$ cat src/rtl/blr_pkg.sv
// Shared constants for the line rasterizer: command codes and color width.
package blr_pkg;

    // Command codes carried by an input item
    localparam logic CMD_START = 1'b0;
    localparam logic CMD_STEP  = 1'b1;

    // RGB565 color width
    localparam int COLOR_BITS = 16;

endpackage

$ cat src/rtl/blr_if.sv
// Valid/ready stream interfaces for the rasterizer command and pixel channels.
interface blr_cmd_if
    import blr_pkg::*;
#(
    parameter int COORD_BITS = 9
) ();
    logic                  valid;
    logic                  ready;
    logic                  command;
    logic [COORD_BITS-1:0] start_x;
    logic [COORD_BITS-1:0] start_y;
    logic [COORD_BITS-1:0] end_x;
    logic [COORD_BITS-1:0] end_y;
    logic [COLOR_BITS-1:0] pen_color;

    modport source (
        output valid, command, start_x, start_y, end_x, end_y, pen_color,
        input  ready
    );
    modport sink (
        input  valid, command, start_x, start_y, end_x, end_y, pen_color,
        output ready
    );
endinterface

interface blr_pix_if
    import blr_pkg::*;
#(
    parameter int COORD_BITS = 9
) ();
    logic                  valid;
    logic                  ready;
    logic [COORD_BITS-1:0] pixel_x;
    logic [COORD_BITS-1:0] pixel_y;
    logic [COLOR_BITS-1:0] pixel_color;
    logic                  last_pixel;

    modport source (
        output valid, pixel_x, pixel_y, pixel_color, last_pixel,
        input  ready
    );
    modport sink (
        input  valid, pixel_x, pixel_y, pixel_color, last_pixel,
        output ready
    );
endinterface

$ cat src/rtl/blr_line_setup.sv
// Line setup: picks the major axis, orders the endpoints and forms the deltas.
module blr_line_setup
#(
    parameter int COORD_BITS = 9
)
(
    input  logic [COORD_BITS-1:0] a_x,
    input  logic [COORD_BITS-1:0] a_y,
    input  logic [COORD_BITS-1:0] b_x,
    input  logic [COORD_BITS-1:0] b_y,
    output logic                  steep,
    output logic [COORD_BITS-1:0] major_pos,
    output logic [COORD_BITS-1:0] major_end,
    output logic [COORD_BITS-1:0] minor_pos,
    output logic                  minor_down,
    output logic [COORD_BITS-1:0] major_delta,
    output logic [COORD_BITS-1:0] minor_delta
);

    logic [COORD_BITS-1:0] dx;
    logic [COORD_BITS-1:0] dy;
    logic [COORD_BITS-1:0] m0;
    logic [COORD_BITS-1:0] n0;
    logic [COORD_BITS-1:0] m1;
    logic [COORD_BITS-1:0] n1;

    always_comb
    begin
        // absolute extents on both axes
        dx = (a_x >= b_x) ? (a_x - b_x) : (b_x - a_x);
        dy = (a_y >= b_y) ? (a_y - b_y) : (b_y - a_y);
        steep = (dy > dx);

        // map onto major/minor axes
        if (steep)
        begin
            m0 = a_y;
            n0 = a_x;
            m1 = b_y;
            n1 = b_x;
        end
        else
        begin
            m0 = a_x;
            n0 = a_y;
            m1 = b_x;
            n1 = b_y;
        end

        // walk with rising major coordinate
        if (m0 > m1)
        begin
            major_pos = m1;
            major_end = m0;
            minor_pos = n1;
            minor_down = (n1 > n0);
            major_delta = m0 - m1;
            minor_delta = (n1 >= n0) ? (n1 - n0) : (n0 - n1);
        end
        else
        begin
            major_pos = m0;
            major_end = m1;
            minor_pos = n0;
            minor_down = (n0 > n1);
            major_delta = m1 - m0;
            minor_delta = (n0 >= n1) ? (n0 - n1) : (n1 - n0);
        end
    end

endmodule

$ cat src/rtl/bresenham_line_rasterizer_unit.sv
// Bresenham line rasterizer top level: line state, stepping and pixel output register.
// A step item's pixel is in the output register in the cycle after its acceptance.
// Throughput: one item per cycle unless the output register stalls; the error-term
// update per step and the output register set the rate. A start item gives no pixel.
// Input ready follows the output register: high when it is empty or being drained.
// Reset (rst_n, asynchronous, active low) clears the line state and the output valid.
module bresenham_line_rasterizer_unit
    import blr_pkg::*;
#(
    parameter int COORD_BITS = 9
)
(
    input  logic           clk,
    input  logic           rst_n,
    blr_cmd_if.sink        cmd,
    blr_pix_if.source      pix
);

    localparam int ERR_BITS = COORD_BITS + 2;

    // line state
    logic                       active_reg,      active_next;
    logic                       steep_reg,       steep_next;
    logic [COORD_BITS-1:0]      major_pos_reg,   major_pos_next;
    logic [COORD_BITS-1:0]      major_end_reg,   major_end_next;
    logic [COORD_BITS-1:0]      minor_pos_reg,   minor_pos_next;
    logic                       minor_down_reg,  minor_down_next;
    logic [COORD_BITS-1:0]      major_delta_reg, major_delta_next;
    logic [COORD_BITS-1:0]      minor_delta_reg, minor_delta_next;
    logic signed [ERR_BITS-1:0] error_reg,       error_next;
    logic [COLOR_BITS-1:0]      color_reg,       color_next;

    // output register
    logic                       out_valid_reg,   out_valid_next;
    logic [COORD_BITS-1:0]      out_x_reg,       out_x_next;
    logic [COORD_BITS-1:0]      out_y_reg,       out_y_next;
    logic [COLOR_BITS-1:0]      out_color_reg,   out_color_next;
    logic                       out_last_reg,    out_last_next;

    // setup results
    logic                       su_steep;
    logic [COORD_BITS-1:0]      su_major_pos;
    logic [COORD_BITS-1:0]      su_major_end;
    logic [COORD_BITS-1:0]      su_minor_pos;
    logic                       su_minor_down;
    logic [COORD_BITS-1:0]      su_major_delta;
    logic [COORD_BITS-1:0]      su_minor_delta;

    logic                       in_ready;
    logic                       in_accept;
    logic                       do_step;
    logic                       at_end;
    logic signed [ERR_BITS-1:0] err_sum;

    blr_line_setup #(
        .COORD_BITS (COORD_BITS)
    ) u_setup (
        .a_x         (cmd.start_x),
        .a_y         (cmd.start_y),
        .b_x         (cmd.end_x),
        .b_y         (cmd.end_y),
        .steep       (su_steep),
        .major_pos   (su_major_pos),
        .major_end   (su_major_end),
        .minor_pos   (su_minor_pos),
        .minor_down  (su_minor_down),
        .major_delta (su_major_delta),
        .minor_delta (su_minor_delta)
    );

    // handshake
    assign in_ready  = !out_valid_reg || pix.ready;
    assign in_accept = cmd.valid && in_ready;
    assign do_step   = in_accept && (cmd.command == CMD_STEP) && active_reg;
    assign at_end    = (major_pos_reg == major_end_reg);
    assign err_sum   = error_reg + $signed({2'b00, minor_delta_reg});

    assign cmd.ready       = in_ready;
    assign pix.valid       = out_valid_reg;
    assign pix.pixel_x     = out_x_reg;
    assign pix.pixel_y     = out_y_reg;
    assign pix.pixel_color = out_color_reg;
    assign pix.last_pixel  = out_last_reg;

    // line state update
    always_comb
    begin
        active_next      = active_reg;
        steep_next       = steep_reg;
        major_pos_next   = major_pos_reg;
        major_end_next   = major_end_reg;
        minor_pos_next   = minor_pos_reg;
        minor_down_next  = minor_down_reg;
        major_delta_next = major_delta_reg;
        minor_delta_next = minor_delta_reg;
        error_next       = error_reg;
        color_next       = color_reg;

        if (in_accept && (cmd.command == CMD_START))
        begin
            active_next      = 1'b1;
            steep_next       = su_steep;
            major_pos_next   = su_major_pos;
            major_end_next   = su_major_end;
            minor_pos_next   = su_minor_pos;
            minor_down_next  = su_minor_down;
            major_delta_next = su_major_delta;
            minor_delta_next = su_minor_delta;
            error_next       = -$signed({2'b00, (su_major_delta >> 1)});
            color_next       = cmd.pen_color;
        end
        else if (do_step)
        begin
            // error positive: move minor axis and take back one major delta
            if (!err_sum[ERR_BITS-1] && (err_sum != '0))
            begin
                minor_pos_next = minor_down_reg ? (minor_pos_reg - 1'b1)
                                                : (minor_pos_reg + 1'b1);
                error_next     = err_sum - $signed({2'b00, major_delta_reg});
            end
            else
            begin
                error_next = err_sum;
            end

            if (at_end)
            begin
                active_next = 1'b0;
            end
            else
            begin
                major_pos_next = major_pos_reg + 1'b1;
            end
        end
    end

    // output register load
    always_comb
    begin
        out_valid_next = out_valid_reg;
        out_x_next     = out_x_reg;
        out_y_next     = out_y_reg;
        out_color_next = out_color_reg;
        out_last_next  = out_last_reg;

        if (pix.ready)
        begin
            out_valid_next = 1'b0;
        end

        if (do_step)
        begin
            out_valid_next = 1'b1;
            out_x_next     = steep_reg ? minor_pos_reg : major_pos_reg;
            out_y_next     = steep_reg ? major_pos_reg : minor_pos_reg;
            out_color_next = color_reg;
            out_last_next  = at_end;
        end
    end

    // control state
    always_ff @(posedge clk or negedge rst_n)
    begin
        if (!rst_n)
        begin
            active_reg      <= 1'b0;
            steep_reg       <= 1'b0;
            major_pos_reg   <= '0;
            major_end_reg   <= '0;
            minor_pos_reg   <= '0;
            minor_down_reg  <= 1'b0;
            major_delta_reg <= '0;
            minor_delta_reg <= '0;
            error_reg       <= '0;
            color_reg       <= '0;
            out_valid_reg   <= 1'b0;
        end
        else
        begin
            active_reg      <= active_next;
            steep_reg       <= steep_next;
            major_pos_reg   <= major_pos_next;
            major_end_reg   <= major_end_next;
            minor_pos_reg   <= minor_pos_next;
            minor_down_reg  <= minor_down_next;
            major_delta_reg <= major_delta_next;
            minor_delta_reg <= minor_delta_next;
            error_reg       <= error_next;
            color_reg       <= color_next;
            out_valid_reg   <= out_valid_next;
        end
    end

    // pixel payload
    always_ff @(posedge clk)
    begin
        out_x_reg     <= out_x_next;
        out_y_reg     <= out_y_next;
        out_color_reg <= out_color_next;
        out_last_reg  <= out_last_next;
    end

`ifndef SYNTHESIS
    // a start item always leaves a line in progress
    a_start_activates: assert property (@(posedge clk) disable iff (!rst_n)
        in_accept && (cmd.command == CMD_START) |=> active_reg)
        else $error("start item did not activate line");

    // the step on the final endpoint ends the line and flags last
    a_end_closes: assert property (@(posedge clk) disable iff (!rst_n)
        do_step && at_end |=> !active_reg && pix.valid && pix.last_pixel)
        else $error("final pixel did not end line");

    // error term stays non-positive between steps
    a_error_bound: assert property (@(posedge clk) disable iff (!rst_n)
        active_reg |-> (error_reg <= 0))
        else $error("error term went positive");

    // an empty output register never blocks the input
    a_ready_when_empty: assert property (@(posedge clk) disable iff (!rst_n)
        !out_valid_reg |-> cmd.ready)
        else $error("input stalled with empty output register");
`endif

endmodule
$ cat src/flat_wrapper.sv
// flat-port wrapper written by rule: the top's interface ports become plain ports
module bresenham_line_rasterizer_unit_flat import blr_pkg::*;
#(
    parameter int COORD_BITS = 9
)
  (clk, rst_n, cmd_valid, cmd_command, cmd_start_x, cmd_start_y, cmd_end_x, cmd_end_y, cmd_pen_color, cmd_ready, pix_valid, pix_pixel_x, pix_pixel_y, pix_pixel_color, pix_last_pixel, pix_ready);
  blr_cmd_if #(.COORD_BITS(COORD_BITS)) cmd_i ();
  blr_pix_if #(.COORD_BITS(COORD_BITS)) pix_i ();
  input  logic clk;
  input  logic rst_n;
  input wire logic [$bits(cmd_i.valid)-1:0] cmd_valid;
  input wire logic [$bits(cmd_i.command)-1:0] cmd_command;
  input wire logic [$bits(cmd_i.start_x)-1:0] cmd_start_x;
  input wire logic [$bits(cmd_i.start_y)-1:0] cmd_start_y;
  input wire logic [$bits(cmd_i.end_x)-1:0] cmd_end_x;
  input wire logic [$bits(cmd_i.end_y)-1:0] cmd_end_y;
  input wire logic [$bits(cmd_i.pen_color)-1:0] cmd_pen_color;
  output wire logic [$bits(cmd_i.ready)-1:0] cmd_ready;
  output wire logic [$bits(pix_i.valid)-1:0] pix_valid;
  output wire logic [$bits(pix_i.pixel_x)-1:0] pix_pixel_x;
  output wire logic [$bits(pix_i.pixel_y)-1:0] pix_pixel_y;
  output wire logic [$bits(pix_i.pixel_color)-1:0] pix_pixel_color;
  output wire logic [$bits(pix_i.last_pixel)-1:0] pix_last_pixel;
  input wire logic [$bits(pix_i.ready)-1:0] pix_ready;
  assign cmd_i.valid = cmd_valid;
  assign cmd_i.command = cmd_command;
  assign cmd_i.start_x = cmd_start_x;
  assign cmd_i.start_y = cmd_start_y;
  assign cmd_i.end_x = cmd_end_x;
  assign cmd_i.end_y = cmd_end_y;
  assign cmd_i.pen_color = cmd_pen_color;
  assign cmd_ready = cmd_i.ready;
  assign pix_valid = pix_i.valid;
  assign pix_pixel_x = pix_i.pixel_x;
  assign pix_pixel_y = pix_i.pixel_y;
  assign pix_pixel_color = pix_i.pixel_color;
  assign pix_last_pixel = pix_i.last_pixel;
  assign pix_i.ready = pix_ready;
  bresenham_line_rasterizer_unit #(.COORD_BITS(COORD_BITS)) u_core (.clk(clk), .rst_n(rst_n), .cmd(cmd_i), .pix(pix_i));
endmodule
$ cat config.mk
export PLATFORM = sky130hd
export DESIGN_NAME = bresenham_line_rasterizer_unit_flat
export DESIGN_NICKNAME = d
export VERILOG_FILES = /design/src/rtl/blr_pkg.sv /design/src/rtl/blr_if.sv /design/src/rtl/blr_line_setup.sv /design/src/rtl/bresenham_line_rasterizer_unit.sv /design/src/flat_wrapper.sv
export SDC_FILE = /design/constraint.sdc
export NUM_CORES = 1
export LEC_CHECK = 0
export ABC_AREA = 1
export ABC_CLOCK_PERIOD_IN_PS = 8400
export BUFFER_PORTS_ARGS = -buffer_cell sky130_fd_sc_hd__buf_2
export CAP_MARGIN = 40
export CORE_MARGIN = 10
export CORE_UTILIZATION = 61
export CTS_CLUSTER_SIZE = 30
export DETAILED_ROUTE_END_ITERATION = 12
export PLACE_DENSITY = 0.91
export SKIP_CTS_REPAIR_TIMING = 1
export SYNTH_ARGS = -nofsm -noshare
export SYNTH_HDL_FRONTEND = slang
export SYNTH_SLANG_ARGS = --single-unit
$ cat constraint.sdc
create_clock -name clk -period 8.4 [get_ports clk]
set_input_delay 1.68 -clock clk [delete_from_list [all_inputs] [get_ports clk]]
set_output_delay 1.68 -clock clk [all_outputs]
set_load 0.005 [all_outputs]
Yosys cells after proc, flatten, opt, wreduce, memory -nomap -nowiden
Cells that the tools add are included.

operators by class
  $add $sub $neg = 14
  $lt $le $gt $ge = 8
  equality and inequality tests = 2
  mux-type cells = 31
  bitwise logic cells = 1
  reduce and logical (&&, ||, !) cells = 16

operators with widths
  operator               number
  $mux W9                22
  $sub A9 B9 Y9          8
  $ge A9 B9 Y1           4
  $gt A9 B9 Y1           4
  $mux W11               3
  $add A9 B1 Y9 const B  2
  $add A11 B10 Y11       1
  $neg A8 Y11            1
  $reduce_bool A11 Y1    1
  $sub A11 B10 Y11       1
  $eq A9 B9 Y1           1
  $sub A9 B1 Y9 const B  1
  $reduce_bool A2 Y1     4
  $mux W1                6
  $reduce_and A2 Y1      3
  $logic_and A1 B1 Y1    5
  $logic_not A1 Y1       2
  $ne A2 B2 Y1 const B   1
  $logic_or A1 B1 Y1     1
  $not A1 Y1             1

word-level totals
  bits in registers = 111
  input port bits = 57
  logic and storage cells = 87

Logic depth before layout (Yosys ltp)
  depth in word-level cells = 8
  depth in mapped cells = 47
  depth with buffers taken out = 44

Cells and area by module
Synthesis repeated with hierarchy kept, for this count alone.

second synthesis, totals
  cell total of the unflattened synthesis = 1519
  area total of the unflattened synthesis = 10700.3 um^2

modules (own cells, without submodules)
  module                          times used  cells each  area an instance (um^2)  sequential area each (um^2)
  bresenham_line_rasterizer_unit  1           743         6137.1                   2952.8
  blr_line_setup                  1           776         4563.1                   0.0

Worst setup path before layout
OpenSTA, ideal clock, no wires.

  kind = in2reg
  start = in cmd_end_y[2]
  end = reg u_core.error_reg[10]
  setup time = 0.113 ns
  arrival time = 7.523 ns
  required time = 8.287 ns
  path slack = 0.764 ns
  cell stages on the path = 45
  buffers on the path = 4
  cells stage by stage = inv_1 ha_1 a21oi_1 o21ai_0 a21boi_0 o21ai_0 nand2_1 nand3b_1 a21oi_1 clkbuf_1 o21ai_0 o32ai_1 xnor2_1 inv_1 ha_1 nand2_1 inv_2 nand2_2 [... 9 more ...] ha_1 a21oi_1 inv_1 a21oi_1 nor2_1 nor2_1 nand2_4 nand2_8 nand2_1 nand2_2 ha_1 nand2_2 nor2_4 nand2_2 o21ai_2 nand2_1 nand2_1 inv_1

between the ends
  cells in the longest elaborated chain, start to end = 8

RTL lines
  what                                           RTL line                               source
  start: declaration                             flat_wrapper.sv:16                     input wire logic [$bits(cmd_i.end_y)-1:0] cmd_end_y;
  $sub A9 B9 Y9 or $ge A9 B9 Y1 (tied branches)  blr_line_setup.sv:31                   dy = (a_y >= b_y) ? (a_y - b_y) : (b_y - a_y);
  $mux W9                                        blr_line_setup.sv:31
  $gt A9 B9 Y1                                   blr_line_setup.sv:32                   steep = (dy > dx);
  $mux W9                                        blr_line_setup.sv:35                   if (steep)
  $sub A9 B9 Y9, or another cell as far along    blr_line_setup.sv:66                   major_delta = m1 - m0;
  $mux W9 *                                      blr_line_setup.sv:51                   if (m0 > m1)
  $neg A8 Y11 *                                  bresenham_line_rasterizer_unit.sv:109  error_next = -$signed({2'b00, (su_major_delta >> 1)});
  $mux W11 *                                     bresenham_line_rasterizer_unit.sv:99   if (in_accept && (cmd.command == CMD_START))
  end signal: assignment                         bresenham_line_rasterizer_unit.sv:188  error_reg <= error_next;
  end: declaration                               bresenham_line_rasterizer_unit.sv:30   logic signed [ERR_BITS-1:0] error_reg, error_next;

Mark *: on every way between the ends. The rest lies on a longest branch, timed or not.
A chain may end at the register's enable or synchronous reset.

Worst setup path after layout
  start = in cmd_end_x[2]
  end = reg u_core.error_reg[10]

between the ends
  cells in the longest elaborated chain, start to end = 8

RTL lines
  what                                           RTL line                               source
  start: declaration                             flat_wrapper.sv:15                     input wire logic [$bits(cmd_i.end_x)-1:0] cmd_end_x;
  $sub A9 B9 Y9 or $ge A9 B9 Y1 (tied branches)  blr_line_setup.sv:30                   dx = (a_x >= b_x) ? (a_x - b_x) : (b_x - a_x);
  $mux W9                                        blr_line_setup.sv:30
  $gt A9 B9 Y1                                   blr_line_setup.sv:32
  $mux W9                                        blr_line_setup.sv:35
  $sub A9 B9 Y9, or another cell as far along    blr_line_setup.sv:66
  $mux W9 *                                      blr_line_setup.sv:51
  $neg A8 Y11 *                                  bresenham_line_rasterizer_unit.sv:109
  $mux W11 *                                     bresenham_line_rasterizer_unit.sv:99

Marks and branches as above.

==> flow_metrics.py <==
metrics = {
    "status": {
        "status": "complete, no violations",
    },
    "critical_path": {
        "cp_slowest_cell": "ha_1",
        "crit_fanout": 27,
        "arrival_ns": 8.00,
        "end_kind": "register",
        "max_stage_delay_ns": 0.42,
        "crit_path_frequent_cell": "nand2_1",
        "cp.required_ns": 8.65,
        "startpoint_type": "input pin",
        "worst-setup-path-type": "input pin to register",
    },
    "drt": {
        "drt_first_pass_iters": 6,
        "drt_iter0_drc": 978,
        "viasPerCell": 5.79,
        "vias": 9651,
        "ant_nets": 0,
        "drc": 0,
        "wl_um": 27700,
        "wl_per_cell_um": 16.6,
    },
    "layout": {
        "syn2layout_area_growth_pct": 10.8,
        "diodes": 0,
        "finalNetCount": 1617,
        "final_cell_mix": "nand2_1, inv_1, o21ai_0",
        "layout.cells.most_common": "nand2_1",
        "drive_gt1_frac": 0.125,
        "fillCellCount": 1330,
        "final_area_um2": 11100,
        "final_util": 0.694,
    },
    "placed_design": {
        "gp_congestion": 0.971,
        "dp_hpwl_um": 21700,
        "port_buffers": 93,
        "place_area_um2": 10800,
        "dp_slack_ns": 0.134,
    },
    "sta": {
        "drv_slew": 0,
        "tightest_slew_ns": 0.850,
        "rsz0062_at_grt": "no",
        "max_slew_margin": 0.433,
        "setup_viol_count_final": 0,
        "hold_violations": 0,
        "period_minus_slack_ns": 7.75,
        "tns_ns": 0,
        "skew_ns": 0.0117,
        "setup_ws_ns": 0.648,
        "max_freq_ghz": 0.129,
        "finalCritPeriodShare": 0.923,
    },
    "global_route": {
        "grt_pass1_wl_um": 44800,
        "grt_overflow": 0,
        "grt_max_degree": 83,
        "antenna_found_initial": 0,
        "grtUsageTotal": 0.246,
        "grt_pass1_vias": 9071,
    },
    "die": {
        "placeableCoreArea_um2": 16000,
        "design.die.area_um2": 21900,
        "initial_core_util": 0.626,
        "io_pins": 94,
        "die-height_um": 148,
        "die_w_um": 148,
        "rows": 46,
    },
    "cts": {
        "clockBufferDepth": 2,
        "clock_tree.root_cell": "clkbuf_16",
        "path_clk_slew_ns": 0.08,
        "cts-buffers-inserted": 9,
        "cts_max_level": 3,
        "cts.sinks": 111,
        "insertion_delay_ns": 0.35,
        "cts_tree": "built",
    },
    "synthesis": {
        "synth_area_per_cell_um2": 7.34,
        "synth_nets": 1534,
        "synth_edf_count": 35,
        "synth_area_um2": 10000,
        "synth_top_flop_cell": "dfrtp_1",
        "synth_cell_types": 52,
        "yosys_warnings": 0,
        "synth_seq_area_share": 0.295,
        "synth-async-reset-ratio": 0.685,
        "yosys_register_bits": 111,
        "synthCells": 1364,
    },
    "hold_path": {
        "worstHoldPathType": "register to register",
    },
    "run": {
        "drv_cap": 0,
    },
}
[cells by family (layout without fill, tap and decap cells)]
family | Yosys count | after routing | synth area share
flops | 111 | 111 | 0.295
simple gates | 497 | 497 | 0.220
fa+ha+maj | 113 | 113 | 0.149
buf+inv | 241 | 329 | 0.0937
mux | 4 | 4 | 0.00400
compound gates | 339 | 339 | 0.186
xor+xnor | 59 | 59 | 0.0516
[critical path: cells and delay by family]
| family | cells | cell delay [ns] |
|---|---|---|
| simple gates | 21 | 2.33 |
| buf+inv | 7 | 0.86 |
| xor+xnor | 1 | 0.20 |
| fa+ha+maj | 4 | 1.29 |
| compound gates | 9 | 1.63 |
[synthesized netlist by cell type, types with 4 or more instances]
master,number,area [um2]
nor3_1,9,45.0
fa_1,11,220
nand4_1,5,31.3
nand2_4,9,101
a2bb2oi_1,5,43.8
a22oi_1,7,52.6
o21ai_1,21,105
buf_2,5,25.0
nor2_1,82,308
xnor2_1,17,149
nand3_1,51,255
inv_1,191,717
o211ai_1,9,67.6
buf_1,4,15.0
nand2_2,14,87.6
nor4_1,4,25.0
inv_2,4,15.0
ha_1,102,1280
dfrtp_1,76,1900
or2_2,6,37.5
xor2_1,42,368
a211oi_1,8,60.1
nand2_1,300,1130
clkbuf_1,32,120
o21ai_0,148,741
edfxtp_1,35,1050
a21oi_1,112,561
mux2i_1,4,40.0
a31oi_1,7,43.8
nand3b_1,7,52.6
[final timing paths]
path                                            from                   endpoint  slack [ns]  depth (start not counted)
setup / recovery                        cmd_end_x[2]       u_core.error_reg[10]        0.65                         42
hold / removal                   u_core.color_reg[2]  u_core.pix.pixel_color[2]        0.45                          0
setup reg to reg           u_core.minor_delta_reg[2]        u_core.error_reg[8]        4.77                         21
hold reg to reg                  u_core.color_reg[2]  u_core.pix.pixel_color[2]        0.45                          0
max in group asynchronous                      rst_n    u_core.minor_pos_reg[2]        6.65                          2
min in group asynchronous                      rst_n  u_core.major_delta_reg[2]        1.17                          1
[layout make-up]
cell class,count,area [um2],area share
multi-input combinational,1012,6130,0.553
sequential,111,2950,0.266
inverter,196,737,0.0664
timing repair buffer,117,713,0.0643
tap,216,270,0.0244
clock buffer,10,229,0.0206
clock inverter,6,61.3,0.00552
[stage by stage]
| stage | hold slack, ns | std cells |
|---|---|---|
| 6_report | 0.451 | 1668 |
| 5_1_grt | 0.455 | 1668 |
| 4_1_cts | 0.450 | 1666 |
| 3_5_place_dp | 0.432 | 1650 |
| 3_3_place_gp | 0.427 | 1646 |
| 2_1_floorplan | 0.425 | 1364 |
[layer usage]
metal / track usage / up-vias / wire length (um)
met2: 0.399 / 496 / 12600
met5: 0 / - / 0
met3: 0.0379 / 80 / 2450
li1: - / 4659 / -
met4: 0.0862 / 0 / 916
met1: 0.327 / 4416 / 11700
Power is not shown: default switching activity piles up to over one toggle a cycle in this logic, so the estimate is an artifact.
